File: src/rnlp_pkg.sv
// Shared types, character codes and helpers for the RESP number line parser.
package rnlp_pkg;

  // Line kind, chosen by the type byte
  typedef enum logic [1:0] {
    KIND_INT   = 2'd0,
    KIND_BULK  = 2'd1,
    KIND_ARRAY = 2'd2,
    KIND_OTHER = 2'd3
  } kind_t;

  // Result status
  typedef enum logic [1:0] {
    ST_OK   = 2'd0,
    ST_NULL = 2'd1,
    ST_BAD  = 2'd2
  } status_t;

  // One input byte of a header line
  typedef struct packed {
    logic [7:0] data_byte;
    logic       line_end;
  } item_t;

  // One parsed line
  typedef struct packed {
    logic [63:0] number_value;
    kind_t       line_kind;
    status_t     parse_status;
  } result_t;

  // Character codes
  localparam logic [7:0] CH_COLON  = 8'h3A;
  localparam logic [7:0] CH_DOLLAR = 8'h24;
  localparam logic [7:0] CH_STAR   = 8'h2A;
  localparam logic [7:0] CH_MINUS  = 8'h2D;
  localparam logic [7:0] CH_ZERO   = 8'h30;
  localparam logic [7:0] CH_ONE    = 8'h31;
  localparam logic [7:0] CH_NINE   = 8'h39;
  localparam logic [7:0] CH_CR     = 8'h0D;
  localparam logic [7:0] CH_LF     = 8'h0A;

  // Digit limits for length lines
  localparam logic [4:0] BULK_MAX_DIGITS  = 5'd9;
  localparam logic [4:0] ARRAY_MAX_DIGITS = 5'd10;
  localparam logic [4:0] DIGIT_COUNT_MAX  = 5'd31;

  // Integer range limits
  localparam logic [63:0] TWO_POW_63    = 64'h8000_0000_0000_0000;
  localparam logic [63:0] PRE_MUL_MAX   = TWO_POW_63 / 64'd10;
  localparam logic [63:0] ARRAY_LEN_MAX = 64'h0000_0000_FFFF_FFFF;

  // Null pattern tracking ("-1" CR LF after the type byte)
  localparam logic [2:0] NPM_START  = 3'd1;
  localparam logic [2:0] NPM_TAIL   = 3'd4;
  localparam logic [2:0] NPM_END    = 3'd5;
  localparam logic [2:0] NPM_BROKEN = 3'd7;

  // Configuration port
  localparam int unsigned   ADDR_W          = 3;
  localparam logic          REG_BULK_LIMIT  = 1'b0;
  localparam int unsigned   LIMIT_W         = 30;
  localparam logic [LIMIT_W-1:0] BULK_LIMIT_RESET = 30'd536870912;

  // Expected byte at each position of the null pattern
  function automatic logic [7:0] null_tail(input logic [2:0] pos);
    logic [7:0] ch;
    case (pos)
      3'd1:    ch = CH_MINUS;
      3'd2:    ch = CH_ONE;
      3'd3:    ch = CH_CR;
      3'd4:    ch = CH_LF;
      default: ch = 8'h00;
    endcase
    return ch;
  endfunction

  // Map a type byte to its line kind
  function automatic kind_t kind_of(input logic [7:0] ch);
    kind_t k;
    unique case (ch)
      CH_COLON:  k = KIND_INT;
      CH_DOLLAR: k = KIND_BULK;
      CH_STAR:   k = KIND_ARRAY;
      default:   k = KIND_OTHER;
    endcase
    return k;
  endfunction

endpackage

File: src/rnlp_in_stage.sv
// Input register stage: captures one byte transfer and holds it until the core takes it.
module rnlp_in_stage
  import rnlp_pkg::*;
(
  input  logic  clk,
  input  logic  rst,
  input  logic  s_valid,
  output logic  s_ready,
  input  item_t s_item,
  output logic  valid,
  output item_t item,
  input  logic  core_ready
);

  // Take a new transfer when empty or when the held one moves on
  assign s_ready = !valid || core_ready;

  always_ff @(posedge clk) begin
    if (rst) begin
      valid <= 1'b0;
    end else if (s_ready) begin
      valid <= s_valid;
    end
  end

  // Payload needs no reset
  always_ff @(posedge clk) begin
    if (s_ready && s_valid) begin
      item <= s_item;
    end
  end

endmodule

File: src/rnlp_core.sv
// Line parser core: per-line state, digit accumulation and the result register.
module rnlp_core
  import rnlp_pkg::*;
(
  input  logic               clk,
  input  logic               rst,
  input  logic               in_valid,
  input  item_t              in_item,
  output logic               core_ready,
  input  logic [LIMIT_W-1:0] bulk_limit,
  output logic               out_valid,
  input  logic               out_ready,
  output result_t            result
);

  // Line state
  logic        at_line_start, at_line_start_next;
  kind_t       mode, mode_next;
  logic [7:0]  held_byte, held_byte_next;
  logic        held_valid, held_valid_next;
  logic [63:0] accumulator, accumulator_next;
  logic [4:0]  digit_count, digit_count_next;
  logic        negative_seen, negative_seen_next;
  logic        error_seen, error_seen_next;
  logic [2:0]  null_match, null_match_next;

  logic        out_free;
  logic        fire;
  logic [7:0]  b;
  logic        last;
  result_t     res_next;
  result_t     fin;
  logic [3:0]  digit;
  logic [63:0] acc_sum;
  logic [4:0]  count_sat;
  logic [4:0]  digit_lim;
  logic        is_minus;
  logic        non_digit;
  logic [63:0] len_lim;

  assign b    = in_item.data_byte;
  assign last = in_item.line_end;

  // Bytes that end no line never wait for the output side
  assign out_free   = !out_valid || out_ready;
  assign core_ready = !last || out_free;
  assign fire       = in_valid && core_ready;

  // Digit step: acc * 10 + d as shift-add
  assign digit     = 4'(held_byte - CH_ZERO);
  assign acc_sum   = (accumulator << 3) + (accumulator << 1) + {60'd0, digit};
  assign count_sat = (digit_count == DIGIT_COUNT_MAX) ? digit_count : digit_count + 5'd1;
  assign digit_lim = (mode == KIND_BULK) ? BULK_MAX_DIGITS : ARRAY_MAX_DIGITS;
  assign is_minus  = (mode == KIND_INT) && (held_byte == CH_MINUS) &&
                     (digit_count == 5'd0) && !negative_seen;
  assign non_digit = (held_byte < CH_ZERO) || (held_byte > CH_NINE);
  assign len_lim   = (mode == KIND_BULK) ? {{(64-LIMIT_W){1'b0}}, bulk_limit} : ARRAY_LEN_MAX;

  // Result of a line that ends after at least one body position
  always_comb begin
    fin.number_value = 64'd0;
    fin.line_kind    = mode;
    fin.parse_status = ST_OK;
    case (mode)
      KIND_INT: begin
        if (error_seen || digit_count == 5'd0) begin
          fin.parse_status = ST_BAD;
        end else if (accumulator == TWO_POW_63) begin
          if (negative_seen) begin
            fin.number_value = TWO_POW_63;
          end else begin
            fin.parse_status = ST_BAD;
          end
        end else begin
          fin.number_value = negative_seen ? (64'd0 - accumulator) : accumulator;
        end
      end
      KIND_BULK, KIND_ARRAY: begin
        if (null_match == NPM_TAIL && b == CH_LF) begin
          fin.parse_status = ST_NULL;
        end else if (error_seen || digit_count == 5'd0) begin
          fin.parse_status = ST_BAD;
        end else if (accumulator > len_lim) begin
          fin.parse_status = ST_BAD;
        end else begin
          fin.number_value = accumulator;
        end
      end
      default: begin
        fin.parse_status = ST_OK;
      end
    endcase
  end

  // Next state for one accepted byte
  always_comb begin
    at_line_start_next = at_line_start;
    mode_next          = mode;
    held_byte_next     = held_byte;
    held_valid_next    = held_valid;
    accumulator_next   = accumulator;
    digit_count_next   = digit_count;
    negative_seen_next = negative_seen;
    error_seen_next    = error_seen;
    null_match_next    = null_match;
    res_next           = fin;
    if (fire) begin
      if (at_line_start) begin
        // Type byte: start a fresh line
        mode_next          = kind_of(b);
        held_byte_next     = 8'd0;
        held_valid_next    = 1'b0;
        accumulator_next   = 64'd0;
        digit_count_next   = 5'd0;
        negative_seen_next = 1'b0;
        error_seen_next    = 1'b0;
        null_match_next    = (kind_of(b) == KIND_BULK || kind_of(b) == KIND_ARRAY) ?
                             NPM_START : NPM_BROKEN;
        at_line_start_next = last;
        res_next.number_value = 64'd0;
        res_next.line_kind    = kind_of(b);
        res_next.parse_status = (kind_of(b) == KIND_OTHER) ? ST_OK : ST_BAD;
      end else if (last) begin
        at_line_start_next = 1'b1;
      end else begin
        // Consume the held body byte; the newest byte waits since it may be CR
        if (held_valid && mode != KIND_OTHER && !error_seen) begin
          if (is_minus) begin
            negative_seen_next = 1'b1;
          end else if (non_digit) begin
            error_seen_next = 1'b1;
          end else begin
            digit_count_next = count_sat;
            if (mode == KIND_INT) begin
              if (accumulator > PRE_MUL_MAX || acc_sum > TWO_POW_63) begin
                error_seen_next = 1'b1;
              end else begin
                accumulator_next = acc_sum;
              end
            end else if (count_sat > digit_lim) begin
              error_seen_next = 1'b1;
            end else begin
              accumulator_next = acc_sum;
            end
          end
        end
        // Track the null pattern on the newest byte
        if (null_match < NPM_END && b == null_tail(null_match)) begin
          null_match_next = null_match + 3'd1;
        end else begin
          null_match_next = NPM_BROKEN;
        end
        held_byte_next  = b;
        held_valid_next = 1'b1;
      end
    end
  end

  // State registers
  always_ff @(posedge clk) begin
    if (rst) begin
      at_line_start <= 1'b1;
      mode          <= KIND_INT;
      held_byte     <= 8'd0;
      held_valid    <= 1'b0;
      accumulator   <= 64'd0;
      digit_count   <= 5'd0;
      negative_seen <= 1'b0;
      error_seen    <= 1'b0;
      null_match    <= 3'd0;
    end else begin
      at_line_start <= at_line_start_next;
      mode          <= mode_next;
      held_byte     <= held_byte_next;
      held_valid    <= held_valid_next;
      accumulator   <= accumulator_next;
      digit_count   <= digit_count_next;
      negative_seen <= negative_seen_next;
      error_seen    <= error_seen_next;
      null_match    <= null_match_next;
    end
  end

  // Result register: load on a line end, drop once the transfer completes
  always_ff @(posedge clk) begin
    if (rst) begin
      out_valid <= 1'b0;
    end else if (fire && last) begin
      out_valid <= 1'b1;
    end else if (out_ready) begin
      out_valid <= 1'b0;
    end
  end

  always_ff @(posedge clk) begin
    if (fire && last) begin
      result <= res_next;
    end
  end

  // A result appears only after a line end was taken
  a_result_from_end: assert property (@(posedge clk) disable iff (rst)
    $rose(out_valid) |-> $past(fire && last))
    else $error("result without line end");

  // A line end always returns the parser to the line start
  a_end_restarts: assert property (@(posedge clk) disable iff (rst)
    fire && last |=> at_line_start)
    else $error("line end did not restart line");

  // Null results are length lines with a zero value
  a_null_shape: assert property (@(posedge clk) disable iff (rst)
    out_valid && result.parse_status == ST_NULL |->
      result.number_value == 64'd0 &&
      (result.line_kind == KIND_BULK || result.line_kind == KIND_ARRAY))
    else $error("bad null result");

  // Malformed results carry a zero value
  a_bad_zero: assert property (@(posedge clk) disable iff (rst)
    out_valid && result.parse_status == ST_BAD |-> result.number_value == 64'd0)
    else $error("malformed result with nonzero value");

endmodule

File: src/resp_number_line_parser_unit.sv
// Top level of the RESP number line parser with its configuration port.
//
// Usage: feed the bytes of a RESP header line on the s_ channel, type byte first,
// with s_tlast high on the final LF. One result per line leaves on the m_ channel:
// m_tdata carries the parsed 64-bit value, m_tuser the line kind and status.
// The user must write the bulk length limit over the APB-style port at byte address 0
// only while no line is in flight; the block itself does not enforce this.
// Throughput: one byte per cycle, back to back, save that a line's final byte waits
// while the result register is full. The multiply-by-ten-and-add on the 64-bit
// accumulator in the core is combinational. The LF transfer is registered in the
// input register, and its result then in the result register.
// Reset (rst, synchronous) empties both registers, returns to a line start and
// restores the bulk limit to 536870912.
// When the receiver stalls, body bytes keep flowing; only a line's final byte
// waits in the input register until the result register frees up, and s_tready
// then drops.
module resp_number_line_parser_unit
  import rnlp_pkg::*;
(
  input  logic              clk,
  input  logic              rst,
  // Byte stream
  input  logic              s_tvalid,
  output logic              s_tready,
  input  logic [7:0]        s_tdata,   // [7:0] data_byte
  input  logic              s_tlast,   // line_end
  // Result stream
  output logic              m_tvalid,
  input  logic              m_tready,
  output logic [63:0]       m_tdata,   // [63:0] number_value (signed)
  output logic [3:0]        m_tuser,   // [1:0] line_kind, [3:2] parse_status
  // Configuration port
  input  logic              psel,
  input  logic              penable,
  input  logic              pwrite,
  input  logic [ADDR_W-1:0] paddr,
  input  logic [31:0]       pwdata,
  output logic [31:0]       prdata,
  output logic              pready
);

  logic [LIMIT_W-1:0] bulk_limit;
  item_t              s_item;
  item_t              st_item;
  logic               st_valid;
  logic               core_ready;
  result_t            result;
  logic               reg_sel;

  // Register decode by word address
  assign pready  = 1'b1;
  assign reg_sel = (paddr[ADDR_W-1] == REG_BULK_LIMIT);
  assign prdata  = reg_sel ? {{(32-LIMIT_W){1'b0}}, bulk_limit} : 32'd0;

  always_ff @(posedge clk) begin
    if (rst) begin
      bulk_limit <= BULK_LIMIT_RESET;
    end else if (psel && penable && pwrite && pready && reg_sel) begin
      bulk_limit <= pwdata[LIMIT_W-1:0];
    end
  end

  assign s_item.data_byte = s_tdata;
  assign s_item.line_end  = s_tlast;

  rnlp_in_stage u_in_stage (
    .clk        (clk),
    .rst        (rst),
    .s_valid    (s_tvalid),
    .s_ready    (s_tready),
    .s_item     (s_item),
    .valid      (st_valid),
    .item       (st_item),
    .core_ready (core_ready)
  );

  rnlp_core u_core (
    .clk        (clk),
    .rst        (rst),
    .in_valid   (st_valid),
    .in_item    (st_item),
    .core_ready (core_ready),
    .bulk_limit (bulk_limit),
    .out_valid  (m_tvalid),
    .out_ready  (m_tready),
    .result     (result)
  );

  assign m_tdata = result.number_value;
  assign m_tuser = {result.parse_status, result.line_kind};

endmodule

File: config.mk
export PLATFORM = sky130hd
export DESIGN_NAME = resp_number_line_parser_unit
export DESIGN_NICKNAME = d
export VERILOG_FILES = /design/src/rnlp_pkg.sv /design/src/rnlp_in_stage.sv /design/src/rnlp_core.sv /design/src/resp_number_line_parser_unit.sv
export SDC_FILE = /design/constraint.sdc
export NUM_CORES = 1
export LEC_CHECK = 0
export ABC_AREA = 1
export BUFFER_PORTS_ARGS = -buffer_cell sky130_fd_sc_hd__clkbuf_2
export CORE_MARGIN = 2
export CORE_UTILIZATION = 35
export CTS_CLUSTER_SIZE = 14
export DETAILED_ROUTE_END_ITERATION = 7
export PLACE_DENSITY = 0.6
export SLEW_MARGIN = 5
export SYNTH_ARGS = -nofsm -noshare
export SYNTH_HDL_FRONTEND = slang
export SYNTH_HIERARCHICAL = 1
export SYNTH_SLANG_ARGS = --single-unit
File: constraint.sdc
create_clock -name clk -period 3.8 [get_ports clk]
set_input_delay 0.19 -clock clk [delete_from_list [all_inputs] [get_ports clk]]
set_output_delay 0.19 -clock clk [all_outputs]
set_load 0.005 [all_outputs]
==> metrics.txt <==
# diodes=0; Post-Synthesis Cells=2952; worst endpoint required time=about 4.2 ns; Avg Vias per Cell=5.04; fill count=5532; Crit path max-delay family=simple AND/OR/NAND/NOR gates; Seq cells post-synth=~200; Residual DRC=0; status=finished, final reports clean; Max Clock Skew=0.0166 ns; die area=54100 um^2; slowest CP cell=dfxtp_2; Yosys top cell by area=nand2_1; Power Total=4.68 mW; grt ovf=0; # port buffers=146; Tightest Pin Transition=slightly above 0.9 ns; f_max=approximately 270 MHz; all-layer global routing usage=22.4%; post-synthesis sequential area ratio=25.6%; max incr delay on CP=roughly 0.33 ns; placed insts=between 3000 and 4000; initial cell density of the core=between 30% and 40%; final antenna-violating net count=0; clock slew at reported path FFs=0.08 ns; initial DRC count=1563; number of synthesized flops with an enable pin=77; Hold Path Origin=pwdata[7]; Main synth FF type=dfxtp_1; Bufs on Longest Clock Path=2; largest cells by area after synthesis=nand2_1, dfxtp_1, edfxtp_1; asr flop ratio synth=0%; CP endpoint kind=flop; num rows=83; CP startpoint=u_core/accumulator[2]; Detail Placement HPWL=49100 um; yosys warns=6; fin. max-slew vios=0; H-tree depth=4; CP arrival=4.14 ns; maxcap violations=0; Skew-Pair Late Insertion Delay=around 0.47 ns; Mapped Area=18300 um^2; GR Util met2=38.4%; Setup violations, final=0; pwr dens=between 200 and 250 nW/um^2; crit path time final=3.76 ns; startpoint types=flop; GR Util met3=2.70%; most numerous cell on the critical path=nand2_1; fin cells=between 3000 and 4000; maximum VDD drop=0.000263 V; met1 GRT Util=between 20% and 30%; Num CTS Buffers=17; post-synth top area share=15.4%; final wirelength=62800 um; nets@finish=3453; Post-Syn Area per Cell=about 6.2 um^2; unrepaired setup endpoints after global routing=true; relative slew slack=38.6%; number of global-route vias before repair=18000; Area Overhead vs Synth=22.7%; synth unique cells=51; num ports=around 150; share of layout cells above drive strength 1=17.0%; RR Startpoint=u_core/accumulator[2]; crit path kind=reg2reg; CP Buf/Inv Count=4; pin count of the biggest net entering global routing=74; crit path max fanout=9; Worst Hold Class=in2reg; gr busiest metal=met2; TritonCTS clock tree=done; chip width=232 um; Via Count=19800; initial antenna violation count=0; Die Y=232 um; total clock sinks=195; Core ar.=51500 um^2; Final Hold Fails=0; Avg WL per Cell=roughly 16 um; CTS Root Cell=clkbuf_16; Pleak=11.9 nW; first-pass GRT wire length=around 96000 um; gpl congestion=0.988; Pre-antenna DRT Iters=7; final worst path period share=slightly below 100%; final core occ=43.5%
==> worst paths after layout <==
kind	cells after the start	to	slack (ns)
setup reg to reg	28	u_core/accumulator[34]	0.04
hold / removal	5	bulk_limit[7]	0.04
hold reg to reg	2	u_core/held_valid	0.47
setup / recovery	28	u_core/accumulator[34]	0.04
==> metal layers <==
metal	share of wire [%]	up-vias
li1	-	10000
met1	43	9001
met2	48	620
met3	5.7	105
met4	3.1	0
met5	0	-
==> repair_timing <==
action	4_1_cts	5_1_grt
gates cloned	2	8
hold buffers	11	0
setup endpoints to repair	65	93
gates resized for setup	38	142
setup buffers	4	4
pin swaps	21	63
hold endpoints to repair	11	0
==> state kept, by name, indices dropped and copies added (netlist names) <==
signal	cells
u_core/error_seen	1
bulk_limit	30
u_core/out_valid	1
u_core/mode	2
u_core/negative_seen	1
u_core/held_byte	8
u_in_stage/valid	1
u_core/at_line_start	1
u_core/null_match	3
u_core/digit_count	5
u_core/held_valid	1
u_core/accumulator	64
u_in_stage/item	9
u_core/result	68
==> cells in the mapped netlist, drive strengths merged, types with 10 or more instances <==
cell type and count:
nand2 754, edfxtp 77, o22ai 23, nor2 402
ha 169, nand3b 22, o21ai 73, a211oi 14
nand4 101, dfxtp 118, a31oi 10, nand3 193
clkbuf 46, nor4 15, a21oi 189, nor3 61
xnor2 11, xor2 41, inv 541, buf 46
==> power by group <==
group | switching (mW) | leakage [nW] | total (mW) | internal (mW)
sequential | 0.0339 | 1.70 | 2.25 | 2.21
combinational | 0.411 | 9.90 | 0.607 | 0.195
clock | 0.941 | 0.290 | 1.83 | 0.885
==> placed cells by master (no fill, tap or decap), drive strengths merged, types with 2 or more instances in the layout <==
| master | instances |
|---|---|
| o2111ai | 2 |
| o211ai | 3 |
| fa | 2 |
| a21o | 2 |
| nor2 | 402 |
| o22ai | 23 |
| ha | 169 |
| nor3 | 61 |
| o221ai | 2 |
| clkbuf | 170 |
| xnor2 | 11 |
| and2 | 3 |
| dlygate4sd3 | 11 |
| xor2 | 41 |
| o31ai | 4 |
| o221a | 2 |
| dfxtp | 118 |
| a211oi | 14 |
| a221oi | 2 |
| nand4 | 101 |
| a21oi | 189 |
| nand3b | 22 |
| o21bai | 8 |
| nand2 | 754 |
| conb | 3 |
| nand3 | 193 |
| inv | 551 |
| o21ai | 73 |
| buf | 187 |
| or2 | 5 |
| clkinv | 7 |
| a31oi | 10 |
| edfxtp | 77 |
| nor4 | 15 |
==> kinds of logic (layout without fill, tap and decap cells) <==
group                      after synthesis  count (layout)  share of synthesized area, %
buffers and inverters                  636             927                          13.6
xor gates and xnor gates                52              52                          2.49
AOI/OAI and AO/OA                      337             337                          10.2
other                                    2               3                        0.0411
and+or+nand+nor                       1559            1559                          36.3
adders and majority gates              171             171                          11.8
DFF                                    195             195                          25.6
==> area by class of cell <==
type | instances | area [um^2] | share of cell area, %
Clock inverter | 15 | 158 | 0.703
Clock buffer | 17 | 425 | 1.90
Multi-Input combinational cell | 2122 | 11700 | 52.0
Inverter | 544 | 2050 | 9.13
Tap cell | 680 | 851 | 3.80
Timing Repair Buffer | 351 | 2580 | 11.5
Sequential cell | 195 | 4690 | 20.9
==> worst register-to-register path: cells and delay by family (launching register included) <==
kind / cells / cell delay, ns
AND/OR/NAND/NOR: 21 / 1.90
buffers and inverters: 4 / 0.66
adder cells (fa/ha/maj): 2 / 0.60
AO/OA/AOI/OAI: 1 / 0.19
flip-flops: 1 / 0.33
==> metrics by stage <==
| step | setup TNS, ns | hold WS (ns) | setup WS [ns] | instance area (um^2) |
|---|---|---|---|---|
| finish | 0 | 0.0375 | 0.0378 | 22400 |
| CTS | 0 | 0.0161 | 0.00320 | 21700 |
| detailed placement | -3.54 | 0.369 | -0.0815 | 20800 |
| global placement | -1.15 | 0.368 | -0.0290 | 20800 |
| floorplan | 0 | 0.252 | 0.492 | 18300 |
| global route | -10.05 | 0.0571 | -0.271 | 22400 |
Power figures use the tool's default switching activity.
